### config.mk
export PLATFORM = sky130hd
export DESIGN_NAME = ace_front
export DESIGN_NICKNAME = d
export VERILOG_FILES = /design/src/hw/rtl/ace_pkg.sv /design/src/hw/rtl/ace_front.sv
export SDC_FILE = /design/constraint.sdc
export NUM_CORES = 1
export LEC_CHECK = 0
export BUFFER_PORTS_ARGS = -buffer_cell sky130_fd_sc_hd__buf_4
export CORE_AREA = 2 2 161 100
export DETAILED_ROUTE_END_ITERATION = 10
export DIE_AREA = 0 0 163 102
export GPL_ROUTABILITY_DRIVEN = 0
export PLACE_DENSITY = 0.7
export SYNTH_ARGS = -nofsm -noshare
export SYNTH_HDL_FRONTEND = slang
export SYNTH_SLANG_ARGS = --single-unit
export TNS_END_PERCENT = 100
### constraint.sdc
create_clock -name clk -period 4.1 [get_ports clk]
set_input_delay 0.615 -clock clk [delete_from_list [all_inputs] [get_ports clk]]
set_output_delay 0.615 -clock clk [all_outputs]
set_load 0.005 [all_outputs]
### src/hw/rtl/ace_pkg.sv
// ace_pkg: shared types and constants of the ACE target detector.
// Used by ace_front, ace_back and ace_target_detector.
package ace_pkg;

    localparam int BANDS_DEF = 20;
    localparam int ROW_W     = 5;
    localparam int DATA_W    = 32;
    localparam int CMD_W     = 2;
    localparam int SCORE_W   = 17;
    localparam int COUNT_W   = 24;
    localparam int ENERGY_W  = 63;
    localparam int THRESH_W  = 17;
    localparam int S_TDATA_W = 48;
    localparam int M_TDATA_W = 48;
    localparam int QDEPTH    = 4;
    localparam int QPTR_W    = 2;

    localparam logic [THRESH_W-1:0] THRESH_RST = 17'd39322;
    localparam logic [SCORE_W-1:0]  SCORE_ONE  = 17'd65536;
    localparam logic [COUNT_W-1:0]  COUNT_MAX  = 24'hFFFFFF;

    localparam logic REG_ENERGY = 1'b0;
    localparam logic REG_THRESH = 1'b1;

    typedef enum logic [1:0] {
        CMD_MATRIX = 2'd0,
        CMD_PROJ   = 2'd1,
        CMD_SAMPLE = 2'd2,
        CMD_UNUSED = 2'd3
    } cmd_t;

    typedef struct packed {
        cmd_t              cmd;
        logic              first;
        logic              last;
        logic [ROW_W-1:0]  row;
        logic [ROW_W-1:0]  col;
        logic [DATA_W-1:0] data;
    } item_t;

    typedef struct packed {
        logic [ENERGY_W-1:0] energy;
        logic [THRESH_W-1:0] thresh;
    } cfg_t;

    typedef enum logic [2:0] {
        TG_NUM,
        TG_DIAG,
        TG_PAIR,
        TG_QLO,
        TG_QHI,
        TG_NUMSQ,
        TG_DEN
    } tag_t;

    typedef struct packed {
        logic       valid;
        tag_t       tag;
        logic [1:0] part;
    } stage_t;

    typedef enum logic [3:0] {
        ST_IDLE,
        ST_ISSUE,
        ST_DRAIN,
        ST_QUAD,
        ST_QDRAIN,
        ST_FIN,
        ST_FMUL,
        ST_FDRAIN,
        ST_CMP,
        ST_DIV,
        ST_OUT
    } state_t;

endpackage

### src/hw/rtl/ace_front.sv
// ace_front: accepts stream requests, drops ignored ones, tracks band order
// and queues the rest for ace_back. Depends on ace_pkg.
module ace_front
    import ace_pkg::*;
#(
    parameter int BANDS = BANDS_DEF
)
(
    input  logic                 clk,
    input  logic                 rst_n,
    input  logic                 s_tvalid,
    output logic                 s_tready,
    input  logic [S_TDATA_W-1:0] s_tdata,   // row_index, col_index, data_word, zero pad
    input  logic [CMD_W-1:0]     s_tuser,   // command
    output logic                 q_valid,
    output item_t                q_item,
    input  logic                 q_pop
);

    item_t              queue_mem [QDEPTH];
    logic [QPTR_W-1:0]  wr_ptr_reg, rd_ptr_reg;
    logic [QPTR_W:0]    count_reg, count_next;
    logic [ROW_W-1:0]   next_band_reg, next_band_next;
    item_t              item;
    logic               keep, push, accept, row_ok, col_ok;

    always_comb
    begin
        item.cmd   = cmd_t'(s_tuser);
        item.row   = s_tdata[4:0];
        item.col   = s_tdata[9:5];
        item.data  = s_tdata[41:10];
        item.first = (item.row == '0);
        item.last  = (int'(item.row) == BANDS - 1);
        row_ok     = (int'(item.row) < BANDS);
        col_ok     = (int'(item.col) < BANDS);
        case (item.cmd)
            CMD_MATRIX: keep = row_ok && col_ok;
            CMD_PROJ:   keep = row_ok;
            CMD_SAMPLE: keep = row_ok && (item.first || item.row == next_band_reg);
            default:    keep = 1'b0;
        endcase
    end

    assign s_tready = (count_reg != (QPTR_W+1)'(QDEPTH));
    assign accept   = s_tvalid && s_tready;
    assign push     = accept && keep;
    assign q_valid  = (count_reg != '0);
    assign q_item   = queue_mem[rd_ptr_reg];

    always_comb
    begin
        next_band_next = next_band_reg;
        if (push && item.cmd == CMD_SAMPLE)
        begin
            next_band_next = item.last ? '0 : item.row + 1'b1;
        end
        count_next = count_reg + (QPTR_W+1)'(push) - (QPTR_W+1)'(q_pop);
    end

    always_ff @(posedge clk or negedge rst_n)
    begin
        if (!rst_n)
        begin
            wr_ptr_reg    <= '0;
            rd_ptr_reg    <= '0;
            count_reg     <= '0;
            next_band_reg <= '0;
        end
        else
        begin
            count_reg     <= count_next;
            next_band_reg <= next_band_next;
            if (push)
            begin
                wr_ptr_reg <= wr_ptr_reg + 1'b1;
            end
            if (q_pop)
            begin
                rd_ptr_reg <= rd_ptr_reg + 1'b1;
            end
        end
    end

    always_ff @(posedge clk)
    begin
        if (push)
        begin
            queue_mem[wr_ptr_reg] <= item;
        end
    end

endmodule

==> out/metrics.cfg, run 1 <==
[layout]
nets=493
drive_above_1_share=0.445
fillers=1093
largest_reg_flops=184
syn2layout_area_growth_pct=21.6
num_antenna_cells=0
seq_area_um2=5830
multi_input_area_um2=1540

[sta]
final.min_clock_period_ns=2.98
rsz0062_at_grt=false
period_share=0.727
layout_setup_ws_ns=1.12
fin_skew_ns=0.00976
hold_viol=0
slew-limit-headroom=0.344
final-setup-viol-count=0
clock.fmax_mhz=335
worstMarginPinSlew_ns=0.984
fin_tns_setup_ns=0
maxSlewViolCount=0

[floorplan]
start_util=0.494
die_area_um2=16600
core_um2=15100
io_pins=102
die_y_um=102
rows=35
die_w_um=163

[clocking]
cts_tree=done
cts_setup_buffers=0
cts.sinks=196
h-tree-depth=4
root_buffer=clkbuf_16
clockBufferDepth=2
cts_hold_buf=0
cts.repair.resized=0
cts_buffers=17
path_clk_slew_ns=0.07
clkLatencyLatePin_ns=0.43

[synth]
yosysWarnings=0
async_flop_share=0.0612
synth_cells=319
synth_ff_type=edfxtp_1
yosysSeqAreaShare=0.781
syn-num-nets=382
synth_top_area_frac=0.741
yosysMostFrequentCell=edfxtp_1
synth_area_leaders=edfxtp_1 (74%), mux4_2 (14%), dfrtp_1 (4.0%)
synth_area_um2=7460
ys_types=35
synthTopCellsByCount=edfxtp_1 (184), mux4_2 (46), dfrtp_1 (12), inv_1 (9)
synth_edf_count=184
synth_area_leader_cell=edfxtp_1
syn_avg_cell_area_um2=23.4
ys_ff_latch=196

[worst_setup_path]
cp-startpoint=rd_ptr_reg[0]
max_stage_delay_ns=1.05
ff2ff_path_depth=12
arrival_ns=2.37
crit_family=flip-flops
required_ns=3.48
crit_buf_inv=1
crit_cells=2
start_kind=flop
cpMaxStageDelayCell=dfrtp_4
reg2reg_from=next_band_reg[3]
critical_path_class=reg2out
endpoint_kind=output pin
cp_max_fo=48
path_cells=mux4_2, buf_4

[placement]
hpwl_mm=8.21
io_buffer_count=95
pre_cts_slack_ns=0.774

[global_route]
grt-ovfl-total=0
grt_max_degree=49
antenna_found_initial=0
grt_pass1_vias=3607
grt_usage=0.171
grt_pass1_wl_mm=20.4

[pwr]
power_mw=5.66
clockPowerShare=0.301
power_density_nw_per_um2=624
p_leak_nw=3.15
comb_power_share=0.236
max-vdd-ir-drop_uv=299
p_sw_mw=1.51
internal-power_mw=4.15
swShare=0.267
pwr-share-seq=0.463

[routing]
antenna_left=0
drt-initial-drc-count=211
vias=3487
wire_per_inst_um=20.8
drt-total-wl_mm=13.4
vias_per_cell=5.40
firstDrtPassIters=5
drc=0

[min_path]
hold_path_class=in2async

[run_status]
status=finished clean

[run]
drv_cap=0

## layer usage
metal  track usage  vias to the layer above  part of all wire
met4        0.0408                        0            0.0057
met5             0                        -                 0
met2         0.278                      104              0.48
met3        0.0519                       10             0.060
li1              -                     1541                 -
met1         0.231                     1832              0.45
## power by group through the flow
| stage | Combinational [mW] | Sequential (mW) | Clock [mW] |
|---|---|---|---|
| finish | 1.33 | 2.62 | 1.70 |
| global route | 1.43 | 2.67 | 1.81 |
| CTS | 1.36 | 2.64 | 1.74 |
| detailed placement | 1.35 | 2.68 | 0 |
| global placement | 1.33 | 2.67 | 0 |
| floorplan | 0.884 | 2.46 | 0 |
## per-stage QoR
| stage | hold slack (ns) | utilization | cells | instance area, µm² |
|---|---|---|---|---|
| detailed placement | 0.469 | 0.560 | 614 | 8450 |
| finish | 0.0212 | 0.600 | 646 | 9070 |
| CTS | 0.0102 | 0.600 | 646 | 9070 |
| global route | 0.0109 | 0.600 | 646 | 9070 |
| global placement | 0.463 | 0.560 | 614 | 8450 |
| floorplan | 0.319 | - | 319 | 7460 |
## kinds of logic after synthesis
| kind of cell | share of synthesized area |
|---|---|
| flops | 0.781 |
| mux | 0.147 |
| buf+inv | 0.0131 |
| simple gates | 0.0168 |
| xor+xnor | 0.0141 |
| compound gates | 0.0122 |
| fa+ha+maj | 0.0161 |
## placed cells by master, fill, tap and decap left out, drive strengths merged
master  count
a21oi       1
a22o        1
a31oi       1
and2        4
and4        1
buf       104
bufinv      2
clkbuf     18
clkinv      5
dfrtp      12
edfxtp    184
fa          1
ha          8
inv        16
mux2        4
mux2i       1
mux4       46
nand2       6
nand3       1
nor2        2
nor2b       1
nor3        2
nor4b       1
o211ai      1
o21ai       4
o41ai       2
or3         1
or3b        1
xnor2       8
xor2        4
## final cells by class
type                    count  area share
inverters                   9     0.00372
clock buffers              18      0.0473
well taps                 203      0.0280
clock inverters            14      0.0207
flip-flops and latches    196       0.643
multi-input cells         102       0.170
repair buffers            104      0.0875
## path summary, 6_finish.rpt
kind	endpoint	slack [ns]
max	q_item[44]	1.12
max reg2reg	count_reg[2]	1.52
min reg2reg	count_reg[2]	0.49
min	next_band_reg[3]	0.02
max in group asynchronous	rd_ptr_reg[0]	3.89
min in group clk	queue_mem[3][21]	0.38
Note: power is estimated with default switching activity, not from simulation.
==> inputs of run 2 (changes only) <==
- clock period: 4.1 -> 3.05 ns (I/O delays scaled with it)
==> out/metrics.cfg, run 2 (synthesis results as in run 1) <==
[min_path]
hold_path_class=in2reg

[global_route]
grt_pass1_wl_mm=20.3  ; -0.57%
grt_pass1_vias=3550  ; -1.6%
grt-ovfl-total=0  ; unchanged
antenna_found_initial=0  ; unchanged
grt_usage=0.170  ; -0.00113
grt_max_degree=41  ; -16%

[floorplan]
io_pins=102  ; unchanged
die_y_um=102  ; unchanged
die_area_um2=16600  ; unchanged
core_um2=15100  ; unchanged
start_util=0.494  ; unchanged
die_w_um=163  ; unchanged
rows=35  ; unchanged

[sta]
maxSlewViolCount=0  ; unchanged
clock.fmax_mhz=373
period_share=0.879
final-setup-viol-count=0  ; unchanged
final.min_clock_period_ns=2.68
worstMarginPinSlew_ns=0.737  ; -0.246 ns
slew-limit-headroom=0.505  ; +0.160
fin_tns_setup_ns=0  ; unchanged
worst_hold_slack_ns=0.227  ; +0.206 ns
fin_skew_ns=0.0134  ; +0.00367 ns
hold_viol=0  ; unchanged
rsz0062_at_grt=false

[layout]
final_common_cell=edfxtp_1
layout_common_cells=edfxtp_1 (184), buf_4 (103), mux4_2 (46)
fillers=1089  ; -0.37%
largest_reg_flops=184  ; unchanged
final_cell_area_um2=9120  ; +0.58%
num_antenna_cells=0  ; unchanged
drive_above_1_share=0.446  ; +0.00149
nets=496  ; +0.61%
syn2layout_area_growth_pct=22.3

[clocking]
cts_tree=done
cts.repair.resized=0  ; unchanged
cts_buffers=17  ; unchanged
h-tree-depth=4  ; unchanged
cts_setup_buffers=0  ; unchanged
clkLatencyLatePin_ns=0.43  ; about the same
root_buffer=clkbuf_16
clockBufferDepth=2  ; unchanged
path_clk_slew_ns=0.08  ; about the same
cts.sinks=196  ; unchanged

[routing]
wire_per_inst_um=20.5  ; -1.2%
firstDrtPassIters=6  ; +1
vias_per_cell=5.39  ; -0.23%
vias=3495  ; +0.23%
drc=0  ; unchanged
antenna_left=0  ; unchanged
drt-initial-drc-count=344  ; +63%
drt-total-wl_mm=13.3  ; -0.69%

[placement]
hpwl_mm=8.31  ; +1.2%
postPlaceCellArea_um2=8490  ; +0.47%
io_buffer_count=95  ; unchanged

[worst_setup_path]
ff2ff_path_depth=12  ; unchanged
arrival_ns=2.22  ; -0.15 ns
reg2reg_from=next_band_reg[3]
required_ns=2.59  ; -0.89 ns
critical_path_class=reg2out
endpoint=q_item[37]
start_kind=flop
r2r_end=count_reg[2]
cp_max_fo=28  ; -42%
cp-startpoint=rd_ptr_reg[0]
r2r_slack_ns=0.49  ; -1.03 ns
endpoint_kind=output pin

[pwr]
power_density_nw_per_um2=839  ; +34%
p_leak_nw=3.18  ; +0.77%
max-vdd-ir-drop_uv=327  ; +9.2%

[run_status]
status=finished clean

[run]
drv_cap=0  ; unchanged

[run 2: per-stage QoR]
step           total power [mW]  utilization  std cells  setup WS [ns]
2_1_floorplan              4.50            -        319          0.127
3_3_place_gp               5.45        0.562        616          0.220
3_5_place_dp               5.49        0.562        616          0.127
4_1_cts                    7.76        0.604        649          0.301
5_1_grt                    8.02        0.604        649          0.217
6_report                   7.66        0.604        649          0.368
[run 2: final cells by class]
| class | count | area (µm²) | area share |
|---|---|---|---|
| sequential | 196 | 5830 | 0.639 |
| multi-input combinational | 102 | 1540 | 0.169 |
| timing repair buffer | 107 | 843 | 0.0924 |
| clock buffer | 18 | 429 | 0.0470 |
| tap | 203 | 254 | 0.0278 |
| clock inverter | 14 | 190 | 0.0208 |
| inverter | 9 | 33.8 | 0.00370 |
[run 2: worst min path at each step]
stage	start	end	slack, ns	cells after the start
2_1_floorplan	rst_n	count_reg[0]	0.16	0
3_3_place_gp	rst_n	next_band_reg[3]	0.31	1
3_5_place_dp	rst_n	next_band_reg[3]	0.31	1
4_1_cts	s_tdata[39]	queue_mem[3][29]	0.21	1
5_1_grt	s_tdata[6]	queue_mem[1][33]	0.21	1
6_report	s_tdata[39]	queue_mem[0][29]	0.23	1
[run 2: per-layer routing]
metal  global-route usage  routed length, µm
met2                0.264               6190
met1                0.243               6200
met5                    0                  0
met4               0.0429                 47
met3               0.0459                891
[run 2: worst max-delay path, cell delays in order, from the launching register on]
cell and delay, ns:
dfrtp_4 0.80, buf_4 0.30, mux4_2 0.53, buf_4 0.16
[run 2: power breakdown]
group / switching [mW] / internal (mW)
Sequential: 0.257 / 3.19
Clock: 1.02 / 1.25
Combinational: 0.755 / 1.18
Total: 2.03 / 5.63
[run 2: repair_timing]
item | 4_1_cts | 5_1_grt
setup endpoints to repair | 0 | 0
hold endpoints to repair | 12 | 0
hold buffers | 1 | 0
